<file path="src/krkd_pkg.sv">
// Package for the keyboard report key-difference block.
// Holds slot count, event-entry type and derived widths; no dependencies.
`default_nettype none
package krkd_pkg;

  localparam int KEY_SLOTS = 6;
  localparam int CODE_W    = 8;
  localparam int EV_SLOTS  = 2 * KEY_SLOTS;
  localparam int EV_IDX_W  = $clog2(EV_SLOTS);

  typedef logic [CODE_W-1:0] code_t;

  // presses in slots 0..KEY_SLOTS-1, releases in KEY_SLOTS..EV_SLOTS-1
  typedef struct packed {
    logic [EV_SLOTS-1:0]             mask;
    logic [EV_SLOTS-1:0][CODE_W-1:0] codes;
  } entry_t;

endpackage
`default_nettype wire

</file>
<file path="src/krkd_front.sv">
// Front part: keeps the previous report and classifies each new one.
// Uses krkd_pkg; feeds krkd_queue with one event entry per changed report.
`default_nettype none
module krkd_front (
  input  wire logic                                    clk,
  input  wire logic                                    rst,
  input  wire logic                                    accept,
  input  wire logic [krkd_pkg::KEY_SLOTS-1:0][krkd_pkg::CODE_W-1:0] fresh,
  output krkd_pkg::entry_t                             entry,
  output logic                                         entry_push
);

  logic [krkd_pkg::KEY_SLOTS-1:0][krkd_pkg::CODE_W-1:0] prev;
  logic [krkd_pkg::KEY_SLOTS-1:0] press;
  logic [krkd_pkg::KEY_SLOTS-1:0] release_mask;

  always_comb begin
    logic hit_old;
    logic hit_new;
    for (int k = 0; k < krkd_pkg::KEY_SLOTS; k++) begin
      hit_old = 1'b0;
      hit_new = 1'b0;
      for (int j = 0; j < krkd_pkg::KEY_SLOTS; j++) begin
        hit_old = hit_old | (prev[j] == fresh[k]);
        hit_new = hit_new | (fresh[j] == prev[k]);
      end
      press[k]        = (fresh[k] != '0) && !hit_old;
      release_mask[k] = (prev[k] != '0) && !hit_new;
    end
  end

  always_comb begin
    entry.mask = {release_mask, press};
    for (int k = 0; k < krkd_pkg::KEY_SLOTS; k++) begin
      entry.codes[k]                      = fresh[k];
      entry.codes[k + krkd_pkg::KEY_SLOTS] = prev[k];
    end
  end

  assign entry_push = accept && (entry.mask != '0);

  always_ff @(posedge clk) begin
    if (rst) begin
      prev <= '0;
    end else if (accept) begin
      prev <= fresh;
    end
  end

endmodule
`default_nettype wire

</file>
<file path="src/krkd_queue.sv">
// Short queue of event entries between front and back parts.
// Uses krkd_pkg; flop storage, one write and one read port.
`default_nettype none
module krkd_queue #(
  parameter int DEPTH = 2
) (
  input  wire logic        clk,
  input  wire logic        rst,
  input  wire logic        wr_en,
  input  krkd_pkg::entry_t wr_data,
  output logic             full,
  input  wire logic        rd_en,
  output krkd_pkg::entry_t rd_data,
  output logic             rd_valid
);

  localparam int PW = (DEPTH > 1) ? $clog2(DEPTH) : 1;
  localparam int CW = $clog2(DEPTH + 1);

  krkd_pkg::entry_t mem [DEPTH];
  logic [PW-1:0] wr_ptr;
  logic [PW-1:0] rd_ptr;
  logic [CW-1:0] count;
  logic          do_wr;
  logic          do_rd;

  assign full     = (count == CW'(DEPTH));
  assign rd_valid = (count != '0);
  assign rd_data  = mem[rd_ptr];
  assign do_wr    = wr_en && !full;
  assign do_rd    = rd_en && rd_valid;

  always_ff @(posedge clk) begin
    if (do_wr) begin
      mem[wr_ptr] <= wr_data;
    end
  end

  always_ff @(posedge clk) begin
    if (rst) begin
      wr_ptr <= '0;
      rd_ptr <= '0;
      count  <= '0;
    end else begin
      if (do_wr) begin
        wr_ptr <= (wr_ptr == PW'(DEPTH - 1)) ? '0 : wr_ptr + 1'b1;
      end
      if (do_rd) begin
        rd_ptr <= (rd_ptr == PW'(DEPTH - 1)) ? '0 : rd_ptr + 1'b1;
      end
      if (do_wr && !do_rd) begin
        count <= count + 1'b1;
      end else if (do_rd && !do_wr) begin
        count <= count - 1'b1;
      end
    end
  end

endmodule
`default_nettype wire

</file>
<file path="src/krkd_back.sv">
// Back part: walks an entry's event mask into an output register, one event per cycle
// while it is free or popped. Uses krkd_pkg; pulls entries from krkd_queue.
`default_nettype none
module krkd_back (
  input  wire logic                          clk,
  input  wire logic                          rst,
  input  krkd_pkg::entry_t                   q_data,
  input  wire logic                          q_valid,
  output logic                               q_pop,
  output logic                               busy,
  output logic                               empty,
  input  wire logic                          pop,
  output logic [krkd_pkg::CODE_W-1:0]        event_code,
  output logic                               is_press,
  output logic                               last_event
);

  logic [krkd_pkg::EV_SLOTS-1:0]             cur_mask;
  logic [krkd_pkg::EV_SLOTS-1:0][krkd_pkg::CODE_W-1:0] cur_codes;
  logic                                      cur_valid;
  logic                                      out_valid;
  logic [krkd_pkg::EV_IDX_W-1:0]             idx;
  logic [krkd_pkg::EV_SLOTS-1:0]             rest;
  logic                                      out_ready;
  logic                                      fire;
  logic                                      fin;

  always_comb begin
    idx = '0;
    for (int k = krkd_pkg::EV_SLOTS - 1; k >= 0; k--) begin
      if (cur_mask[k]) begin
        idx = krkd_pkg::EV_IDX_W'(k);
      end
    end
  end

  assign rest      = cur_mask & (cur_mask - 1'b1);
  assign fin       = (rest == '0);
  assign out_ready = !out_valid || pop;
  assign fire      = cur_valid && out_ready;
  assign q_pop     = q_valid && (!cur_valid || (fire && fin));
  assign busy      = cur_valid;
  assign empty     = !out_valid;

  always_ff @(posedge clk) begin
    if (q_pop) begin
      cur_mask  <= q_data.mask;
      cur_codes <= q_data.codes;
    end else if (fire) begin
      cur_mask <= rest;
    end
    if (fire) begin
      event_code <= cur_codes[idx];
      is_press   <= (idx < krkd_pkg::EV_IDX_W'(krkd_pkg::KEY_SLOTS));
      last_event <= fin;
    end
  end

  always_ff @(posedge clk) begin
    if (rst) begin
      cur_valid <= 1'b0;
      out_valid <= 1'b0;
    end else begin
      if (q_pop) begin
        cur_valid <= 1'b1;
      end else if (fire && fin) begin
        cur_valid <= 1'b0;
      end
      if (fire) begin
        out_valid <= 1'b1;
      end else if (pop) begin
        out_valid <= 1'b0;
      end
    end
  end

endmodule
`default_nettype wire

</file>
<file path="src/keyboard_report_key_diff.sv">
// Keyboard report key-difference block, top level.
// Uses krkd_pkg, krkd_front, krkd_queue and krkd_back.
//
// Input channel: one six-slot keyboard report per transfer (push/full).
// Result channel: one key event per transfer (empty/pop): usage code,
// press flag and a mark on the last event a report causes. Presses come
// first in new-slot order, then releases in old-slot order.
// With the back part idle, the first event of a report passes through the
// entry queue, the back part's current-entry register and its output register.
// Throughput: the back part emits one event per cycle while the receiver
// keeps popping; the front part takes a report every cycle while
// the entry queue (QUEUE_DEPTH entries) has room. Reports with no change
// take no queue space.
// Reset clears the stored previous report to all-empty and drops any
// queued or waiting events. When the receiver stalls, the current event
// holds on the result ports, the queue fills and full rises.
`default_nettype none
module keyboard_report_key_diff #(
  parameter int QUEUE_DEPTH = 2
) (
  input  wire logic       clk,
  input  wire logic       rst,
  input  wire logic       push,
  output logic            full,
  input  wire logic [7:0] slot0_code,
  input  wire logic [7:0] slot1_code,
  input  wire logic [7:0] slot2_code,
  input  wire logic [7:0] slot3_code,
  input  wire logic [7:0] slot4_code,
  input  wire logic [7:0] slot5_code,
  output logic            empty,
  input  wire logic       pop,
  output logic [7:0]      event_code,
  output logic            is_press,
  output logic            last_event
);

  logic [krkd_pkg::KEY_SLOTS-1:0][krkd_pkg::CODE_W-1:0] fresh;
  krkd_pkg::entry_t entry;
  krkd_pkg::entry_t q_data;
  logic             entry_push;
  logic             accept;
  logic             q_valid;
  logic             q_pop;
  logic             back_busy;

  assign fresh  = {slot5_code, slot4_code, slot3_code, slot2_code, slot1_code, slot0_code};
  assign accept = push && !full;

  krkd_front u_front (
    .clk        (clk),
    .rst        (rst),
    .accept     (accept),
    .fresh      (fresh),
    .entry      (entry),
    .entry_push (entry_push)
  );

  krkd_queue #(
    .DEPTH (QUEUE_DEPTH)
  ) u_queue (
    .clk      (clk),
    .rst      (rst),
    .wr_en    (entry_push),
    .wr_data  (entry),
    .full     (full),
    .rd_en    (q_pop),
    .rd_data  (q_data),
    .rd_valid (q_valid)
  );

  krkd_back u_back (
    .clk        (clk),
    .rst        (rst),
    .q_data     (q_data),
    .q_valid    (q_valid),
    .q_pop      (q_pop),
    .busy       (back_busy),
    .empty      (empty),
    .pop        (pop),
    .event_code (event_code),
    .is_press   (is_press),
    .last_event (last_event)
  );

  a_back_loads: assert property (@(posedge clk) disable iff (rst)
    (q_valid && !back_busy) |=> back_busy)
    else $error("back part idle while an entry waits");

  a_release_follows: assert property (@(posedge clk) disable iff (rst)
    (!empty && pop && !is_press && !last_event) |=> (empty || !is_press))
    else $error("press after a release within one report");

  a_queue_pop_valid: assert property (@(posedge clk) disable iff (rst)
    q_pop |-> q_valid)
    else $error("entry taken from an empty queue");

endmodule
`default_nettype wire

</file>
<file path="config.mk">
export PLATFORM = sky130hd
export DESIGN_NAME = keyboard_report_key_diff
export DESIGN_NICKNAME = d
export VERILOG_FILES = /design/src/krkd_pkg.sv /design/src/krkd_front.sv /design/src/krkd_queue.sv /design/src/krkd_back.sv /design/src/keyboard_report_key_diff.sv
export SDC_FILE = /design/constraint.sdc
export NUM_CORES = 1
export LEC_CHECK = 0
export ABC_AREA = 1
export BUFFER_PORTS_ARGS = -buffer_cell sky130_fd_sc_hd__buf_2
export CAP_MARGIN = 5
export CORE_MARGIN = 8
export CORE_UTILIZATION = 55
export CTS_BUF_LIST = sky130_fd_sc_hd__clkbuf_16
export CTS_CLUSTER_SIZE = 20
export DETAILED_ROUTE_END_ITERATION = 8
export GPL_TIMING_DRIVEN = 0
export PLACE_DENSITY = 0.72
export SLEW_MARGIN = 20
export SYNTH_ARGS = -nofsm -noshare
export SYNTH_HDL_FRONTEND = slang
export SYNTH_SLANG_ARGS = --single-unit
</file>
<file path="constraint.sdc">
create_clock -name clk -period 8.03 [get_ports clk]
set_clock_uncertainty 0.1 [all_clocks]
set_input_delay 0.803 -clock clk [delete_from_list [all_inputs] [get_ports clk]]
set_output_delay 0.803 -clock clk [all_outputs]
set_load 0.01 [all_outputs]
</file>
==> results.tsv, run 1 <==
stage	metric	value	unit
flow_run	maxcap violations	0	
global_routing	Total GRT Usage	0.300	
critical_path	critical path endpoint category	flip-flop	
critical_path	crit-path max FO	25	
critical_path	R2R Setup Slk	4.39	ns
routing	DRC violations left	0	
logic_synthesis	yosys synthesis warning count	0	
logic_synthesis	Post-Synthesis Mean Instance Area	9.08	µm²
critical_path	Arr. time, crit path	4.03	ns
timing	setup violators final	0	
power	Combinational Power Share	0.355	
final_layout	Antenna diodes	0	
final_layout	Final nets	2330	
logic_synthesis	Synth async-reset ratio	0	
critical_path	r2r startpoint	u_front.entry[62]$_SDFFE_PP0P_	
timing	final period utilization	0.484	
run_status	status	completed	
timing	Least-Margin Pin Slew	1.02	ns
cts	CTS Buf Count	40	
routing	via total after detailed routing	15500	
global_routing	first-pass GRT wire length	93000	µm
logic_synthesis	Synth Instances	2165	
cts	CTS root buf	clkbuf_16	
power	leakage	9.20	nW
power	peak supply drop	0.370	mV
global_routing	largest net degree at the start of global routing	62	
timing	RSZ-0062 raised after global routing	false	
critical_path	R2R depth	17	
final_layout	share of layout cells above drive strength 1	0.121	
cts	H-tree depth	2	
placed_design	Placed Cells	2696	
power	Sequential Power Share	0.410	
power	Pint	0.00484	W
critical_path	kind of critical path	in2reg	
cts	Worst-Skew Late Latency	0.55	ns
timing	final hold vios	0	
logic_synthesis	Post-synth EDFFs	334	
cts	CTS Sinks	389	
die	die height	205	µm
logic_synthesis	synthesized flop and latch total	389	
global_routing	initial antenna violation count	1	
die	I/O pins	64	
logic_synthesis	Post-synth top flop	edfxtp_1	
final_layout	Filler cells	2941	
cts	Reg clk slew, reported paths	0.06	ns
worst_hold_path	worst hold start	u_front.entry[71]$_SDFFE_PP0P_	
global_routing	vias in the first global route	14800	
placed_design	dpl hpwl	46900	µm
cts	# Post-CTS Setup Buffers	0	
cts	post-CTS sizing	0	
final_layout	P&R area growth vs syn	12.1	%
timing	upper clock frequency limit	257	MHz
worst_hold_path	Worst Hold Endpoint	u_queue.mem[0][71]$_DFFE_PP_	
power	Psw	0.00295	W
critical_path	WP data required	8.17	ns
logic_synthesis	Yosys cell types	39	
worst_hold_path	hold path cells	0	
die	Core ar.	0.0354	mm²
timing	Tmin final	3.89	ns
routing	drt total wl	63200	µm
logic_synthesis	syn_nets	2218	
routing	Vias/cell	5.58	
logic_synthesis	Seq/Total Area, Yosys	0.566	
routing	Post-DRT Antenna Nets	0	
die	Starting Density	0.555	
timing	final hold slack	0.351	ns
cts	clk buf depth	3	
worst_hold_path	Hold Crit Class	reg2reg	
power	Cell Pwr Density	354	mW/mm²
timing	fin. max-slew vios	0	
critical_path	Setup crit start kind	input pin	
timing	setup TNS	0	ns
placed_design	Placer Congestion	0.989	
power	Final Power	0.00779	W
die	num rows	69	
logic_synthesis	Syn Std Cell Area	0.0197	mm²
cts	CTS tree	built	
die	DIE WIDTH	205	µm
die	die footprint	0.0420	mm²
global_routing	Remaining Overflow, GRT	0	
timing	Max-slew headroom	0.317	
power	clock share of power	0.234	
routing	initial DRC count	1765	
power	Switching Fraction	0.379	
critical_path	Reg-to-Reg End	u_queue.mem[0][3]$_DFFE_PP_	
routing	WL per Instance	22.8	µm
placed_design	Port Buffer Count	63	
cts	CTS Hold Bufs	0	
final_layout	count of non-filler cells in the finished layout	2768	
routing	Pre-antenna DRT Iters	6	
==> cells in the final DEF (no fill, tap or decap), types with 3 or more instances in the layout <==
cell / netlist / final
nand2_1: 806 / 806
edfxtp_1: 334 / 334
xnor2_1: 186 / 186
inv_1: 162 / 172
buf_2: 105 / 168
nor2_1: 136 / 135
nand3_1: 83 / 83
dfxtp_1: 55 / 55
o21ai_0: 50 / 50
a21oi_1: 48 / 48
clkbuf_16: 0 / 40
nand4_1: 38 / 38
clkbuf_1: 34 / 34
nor4_1: 24 / 24
o211ai_1: 16 / 16
o21ai_2: 12 / 12
mux2i_1: 11 / 11
nand2_2: 10 / 10
nand3b_1: 8 / 8
inv_2: 8 / 7
clkinv_1: 2 / 7
buf_1: 7 / 7
clkinv_2: 0 / 7
xor2_1: 5 / 5
buf_16: 0 / 5
a21oi_2: 4 / 4
bufinv_16: 0 / 4
o21ai_1: 3 / 3
inv_6: 0 / 3
==> layout make-up <==
type                            count  area (µm²)  share of cell area
Clock buffer                       40        1000              0.0455
Buffer                            148         702              0.0319
Inverter                          172         656              0.0298
Sequential cell                   389       11100               0.505
Timing Repair Buffer               70         493              0.0224
Multi-Input combinational cell   1456        7180               0.326
Tap cell                          461         577              0.0262
Clock inverter                     32         280              0.0127
==> metrics by stage <==
step | utilization | setup slack, ns | cell area [µm²]
finish | 0.622 | 4.14 | 22000
global route | 0.622 | 4.04 | 22000
CTS | 0.622 | 4.23 | 22000
detailed placement | 0.586 | 3.66 | 20700
global placement | 0.580 | -2.65 | 20500
floorplan | - | 1.03 | 19700
==> critical path, stage by stage <==
cell and delay, ns:
buf_2 0.14, buf_2 0.28, inv_1 0.30, nand2_1 0.08
and2_1 0.16, nand3_1 0.20, inv_1 0.07, nand2_1 0.07
nand2_1 0.05, nor2_1 0.08, nand2_1 0.20, nand2_1 0.12
nor2_1 0.05, nand3_1 0.14, nand2_1 0.17, nor2_4 0.46
buf_16 0.23, buf_16 0.18, buf_12 0.20
==> power by group through the flow <==
| stage | clock, W | sequential, W | combinational, W |
|---|---|---|---|
| finish | 0.00183 | 0.00320 | 0.00277 |
| global route | 0.00191 | 0.00323 | 0.00302 |
| CTS | 0.00183 | 0.00319 | 0.00275 |
| detailed placement | 0 | 0.00323 | 0.00272 |
| global placement | 0 | 0.00327 | 0.00260 |
| floorplan | 0 | 0.00318 | 0.00181 |
==> per-layer routing <==
| layer | GRT usage | vias up | part of all wire |
|---|---|---|---|
| met1 | 0.403 | 7337 | 0.40 |
| met4 | 0.129 | 2 | 0.043 |
| li1 | - | 7197 | - |
| met5 | 0 | - | 0.00021 |
| met2 | 0.479 | 780 | 0.46 |
| met3 | 0.0487 | 140 | 0.093 |
==> cell families after synthesis <==
group                      synth area share
and+or+nand+nor                       0.232
DFF                                   0.566
buffers and inverters                0.0686
xor gates and xnor gates             0.0851
AOI/OAI and AO/OA                    0.0413
muxes                               0.00560
adders and majority gates          0.000637
==> flip-flops by register name, indices dropped and copies added (netlist names), named ones only <==
name,count
u_queue.mem,216
u_back.busy,1
u_queue.count,2
u_back.event_code,8
u_front.entry,48
u_queue.rd_ptr,1
u_back.last_event,1
u_back.is_press,1
u_back.cur_mask,12
u_back.cur_codes,96
u_queue.wr_ptr,1
u_back.out_valid,1
==> cell usage after synthesis (all sizes together) (2+ instances only) <==
master,instances,area share
xnor2,186,0.083
o211ai,16,0.0061
o21ai,66,0.020
clkbuf,34,0.0065
buf,114,0.029
inv,170,0.032
nand3,84,0.022
nor2,140,0.028
nand2,817,0.16
nand4,39,0.013
xor2,5,0.0022
clkinv,2,0.00038
mux2i,11,0.0056
nand3b,8,0.0031
a21oi,52,0.014
edfxtp,334,0.51
nor4,24,0.0076
and2,2,0.00064
dfxtp,55,0.056
==> how the worst max path moves through the flow <==
stage / start / endpoint / slack (ns)
after detailed placement: slot3_code[6] / u_queue.mem[0][2]$_DFFE_PP_ / 3.66
final: slot3_code[6] / u_queue.mem[0][3]$_DFFE_PP_ / 4.14
after floorplan: slot4_code[5] / u_queue.mem[0][0]$_DFFE_PP_ / 1.03
after global routing: slot3_code[6] / u_queue.mem[0][13]$_DFFE_PP_ / 4.04
after CTS: slot3_code[6] / u_queue.mem[0][3]$_DFFE_PP_ / 4.23
after global placement: slot5_code[6] / u_queue.mem[0][1]$_DFFE_PP_ / -2.65
No activity file was read; power rests on OpenSTA's default activity.
==> inputs of run 2 (changes only) <==
--- a/config.mk
+++ b/config.mk
@@ -14,7 +14,7 @@
 export CTS_CLUSTER_SIZE = 20
 export DETAILED_ROUTE_END_ITERATION = 8
 export GPL_TIMING_DRIVEN = 0
-export PLACE_DENSITY = 0.72
+export PLACE_DENSITY = 0.75
 export SLEW_MARGIN = 20
 export SYNTH_ARGS = -nofsm -noshare
 export SYNTH_HDL_FRONTEND = slang
==> constraint.sdc (replaced) <==
create_clock -name clk -period 3.4 [get_ports clk]
set_clock_uncertainty 0.1 [all_clocks]
set_input_delay 0.34 -clock clk [delete_from_list [all_inputs] [get_ports clk]]
set_output_delay 0.34 -clock clk [all_outputs]
set_load 0.01 [all_outputs]
==> run 2 against run 1 <==
Clock-buffer cell count is 1 higher. Clock power is 120% higher. Wire length hardly changed. Register-to-register slack worse by 4.1 ns. Total power is 130% higher. Sequential share of layout area is 1.6 points lower. First-iteration DRC count is 3.1% lower. Utilization is 2.0 points higher. Critical path depth stayed put. Die area stayed put.
==> results.tsv, run 2 (same netlist as run 1, synthesis figures left out) <==
stage	metric	value	unit	change
die	Starting Density	0.555		unchanged
timing	worst setup margin	0.161	ns	-3.98 ns
die	die footprint	0.0420	mm²	unchanged
routing	WL per Instance	22.5	µm	-1.6%
routing	Pre-antenna DRT Iters	7		+1
die	die height	205	µm	unchanged
worst_hold_path	worst hold start	pop		
global_routing	largest net degree at the start of global routing	80		+29%
final_layout	Antenna diodes	0		unchanged
global_routing	vias in the first global route	14700		-0.61%
power	Final Power	0.0183	W	+130%
routing	initial DRC count	1710		-3.1%
placed_design	Placer Congestion	1.01		+2.5%
critical_path	Setup crit start kind	input pin		
timing	setup TNS	0	ns	unchanged
final_layout	P&R area growth vs syn	15.7	%	
final_layout	most common cell after layout, fill and taps aside	nand2_1		
critical_path	Crit. Startpoint	slot4_code[6]		
placed_design	pre-CTS setup slack	-0.468	ns	-4.13 ns
die	DIE WIDTH	205	µm	unchanged
global_routing	initial antenna violation count	2		+1
timing	Max-slew headroom	0.396		+0.0795
placed_design	Port Buffer Count	63		unchanged
global_routing	first-pass GRT wire length	93200	µm	+0.19%
cts	Worst-Skew Late Latency	0.57	ns	+0.02 ns
power	peak supply drop	0.553	mV	+49%
cts	H-tree depth	2		unchanged
routing	via total after detailed routing	15400		-0.16%
cts	clk buf depth	3		unchanged
timing	fin. max-slew vios	0		unchanged
routing	drt total wl	63300	µm	about the same
critical_path	Arr. time, crit path	3.40	ns	-0.63 ns
cts	CTS tree	built		
critical_path	kind of critical path	in2reg		
critical_path	critical path endpoint category	flip-flop		
timing	final period utilization	0.953		
die	Core ar.	0.0354	mm²	unchanged
cts	CTS root buf	clkbuf_16		
die	I/O pins	64		unchanged
final_layout	Largest register FFs	216		unchanged
timing	setup violators final	0		unchanged
cts	Reg clk slew, reported paths	0.06	ns	about the same
routing	DRC violations left	0		unchanged
placed_design	dpl hpwl	46600	µm	-0.51%
timing	upper clock frequency limit	309	MHz	
run_status	status	completed		
timing	final hold vios	0		unchanged
timing	RSZ-0062 raised after global routing	false		
global_routing	Remaining Overflow, GRT	0		unchanged
critical_path	WP data required	3.56	ns	-4.61 ns
routing	Post-DRT Antenna Nets	0		unchanged
cts	CTS Buf Count	41		+2.5%
timing	Tmin final	3.24	ns	
worst_hold_path	Hold Crit Class	in2reg		
final_layout	most flop-heavy register	u_queue.mem		
final_layout	utilization of the core after routing	0.643		+0.0204
timing	Least-Margin Pin Slew	0.903	ns	-0.116 ns
die	num rows	69		unchanged
routing	Vias/cell	5.48		-1.8%
final_layout	Final nets	2376		+2.0%
cts	CTS Sinks	389		unchanged
flow_run	maxcap violations	0		unchanged
global_routing	Total GRT Usage	0.302		+0.00158
power	Cell Pwr Density	803	mW/mm²	+130%
power	leakage	9.38	nW	+1.9%
critical_path	crit-path max FO	25		unchanged
final_layout	share of layout cells above drive strength 1	0.135		+0.0137
final_layout	most frequent cells in the layout	nand2_1 (795), edfxtp_1 (334), xnor2_1 (186)		
critical_path	r2r startpoint	u_front.entry[94]$_SDFFE_PP0P_		
run 2: cell types whose count changed in the layout (fill, tap and decap cells not counted), moves of 7 or more:
| cell | before | now |
|---|---|---|
| buf_12 | 2 | 9 |
| buf_2 | 168 | 99 |
| buf_4 | 0 | 32 |
| buf_6 | 2 | 21 |
| clkbuf_4 | 0 | 11 |
| dlygate4sd3_1 | 0 | 49 |
| inv_1 | 172 | 152 |
| inv_2 | 7 | 19 |
| nand2_1 | 806 | 795 |
| nand2_2 | 10 | 21 |
run 2: layer usage:
layer,global-route usage,share of wire,vias up
met3,0.0410,0.091,133
met2,0.487,0.47,774
met1,0.407,0.40,7223
li1,-,-,7300
met5,0,0.00019,-
met4,0.129,0.040,2
run 2: repair_timing:
item                                   CTS  global route
gates resized for setup                  0            39
setup buffers                            3             1
setup endpoints to repair              105            26
pin swaps                                1             0
endpoints found under the hold margin   99             0
hold buffers                            49             0
run 2: cell type report:
cell class | instances | area, µm²
fill | 2880 | 12700
sequential | 389 | 11100
multi-input combinational | 1456 | 7240
clock buffer | 41 | 1030
timing repair buffer | 124 | 1010
buffer | 139 | 896
inverter | 172 | 667
tap | 461 | 577
clock inverter | 33 | 189
run 2: path summary, 6_finish.rpt:
| path | endpoint | slack (ns) | cells after the start |
|---|---|---|---|
| min reg2reg | u_queue.mem[1][59]$_DFFE_PP_ | 0.35 | 0 |
| max reg2reg | u_queue.mem[0][4]$_DFFE_PP_ | 0.24 | 18 |
| max | u_queue.mem[0][4]$_DFFE_PP_ | 0.16 | 19 |
| min | u_back.out_valid$_SDFFE_PP0P_ | 0.08 | 4 |
run 2: critical path, stage by stage:
cell and delay (ns):
dlygate4sd3_1 0.56, buf_2 0.17, buf_6 0.17, inv_1 0.26, nand2_1 0.11, nand3_1 0.10, nor2_1 0.05, nand2_1 0.09
nand2_1 0.09, nor2_1 0.13, nand2_2 0.13, nand2_1 0.09, nor2_1 0.05, nand3_2 0.13, nand2_2 0.10, nor2_4 0.14
buf_12 0.20, buf_12 0.21, buf_12 0.21
run 2: power by group:
group	switching [W]	internal, W	leakage (nW)
sequential	0.000534	0.00701	3.58
clock	0.00187	0.00222	0.625
combinational	0.00459	0.00204	5.18
run 2: stage by stage:
step           cell area (µm²)  cells  hold WS [ns]
4_1_cts                  22700   2823        0.0502
3_5_place_dp             20900   2697         0.338
6_report                 22700   2815        0.0827
5_1_grt                  22700   2815         0.118
2_1_floorplan            19900   2165         0.302
3_3_place_gp             20800   2689         0.328
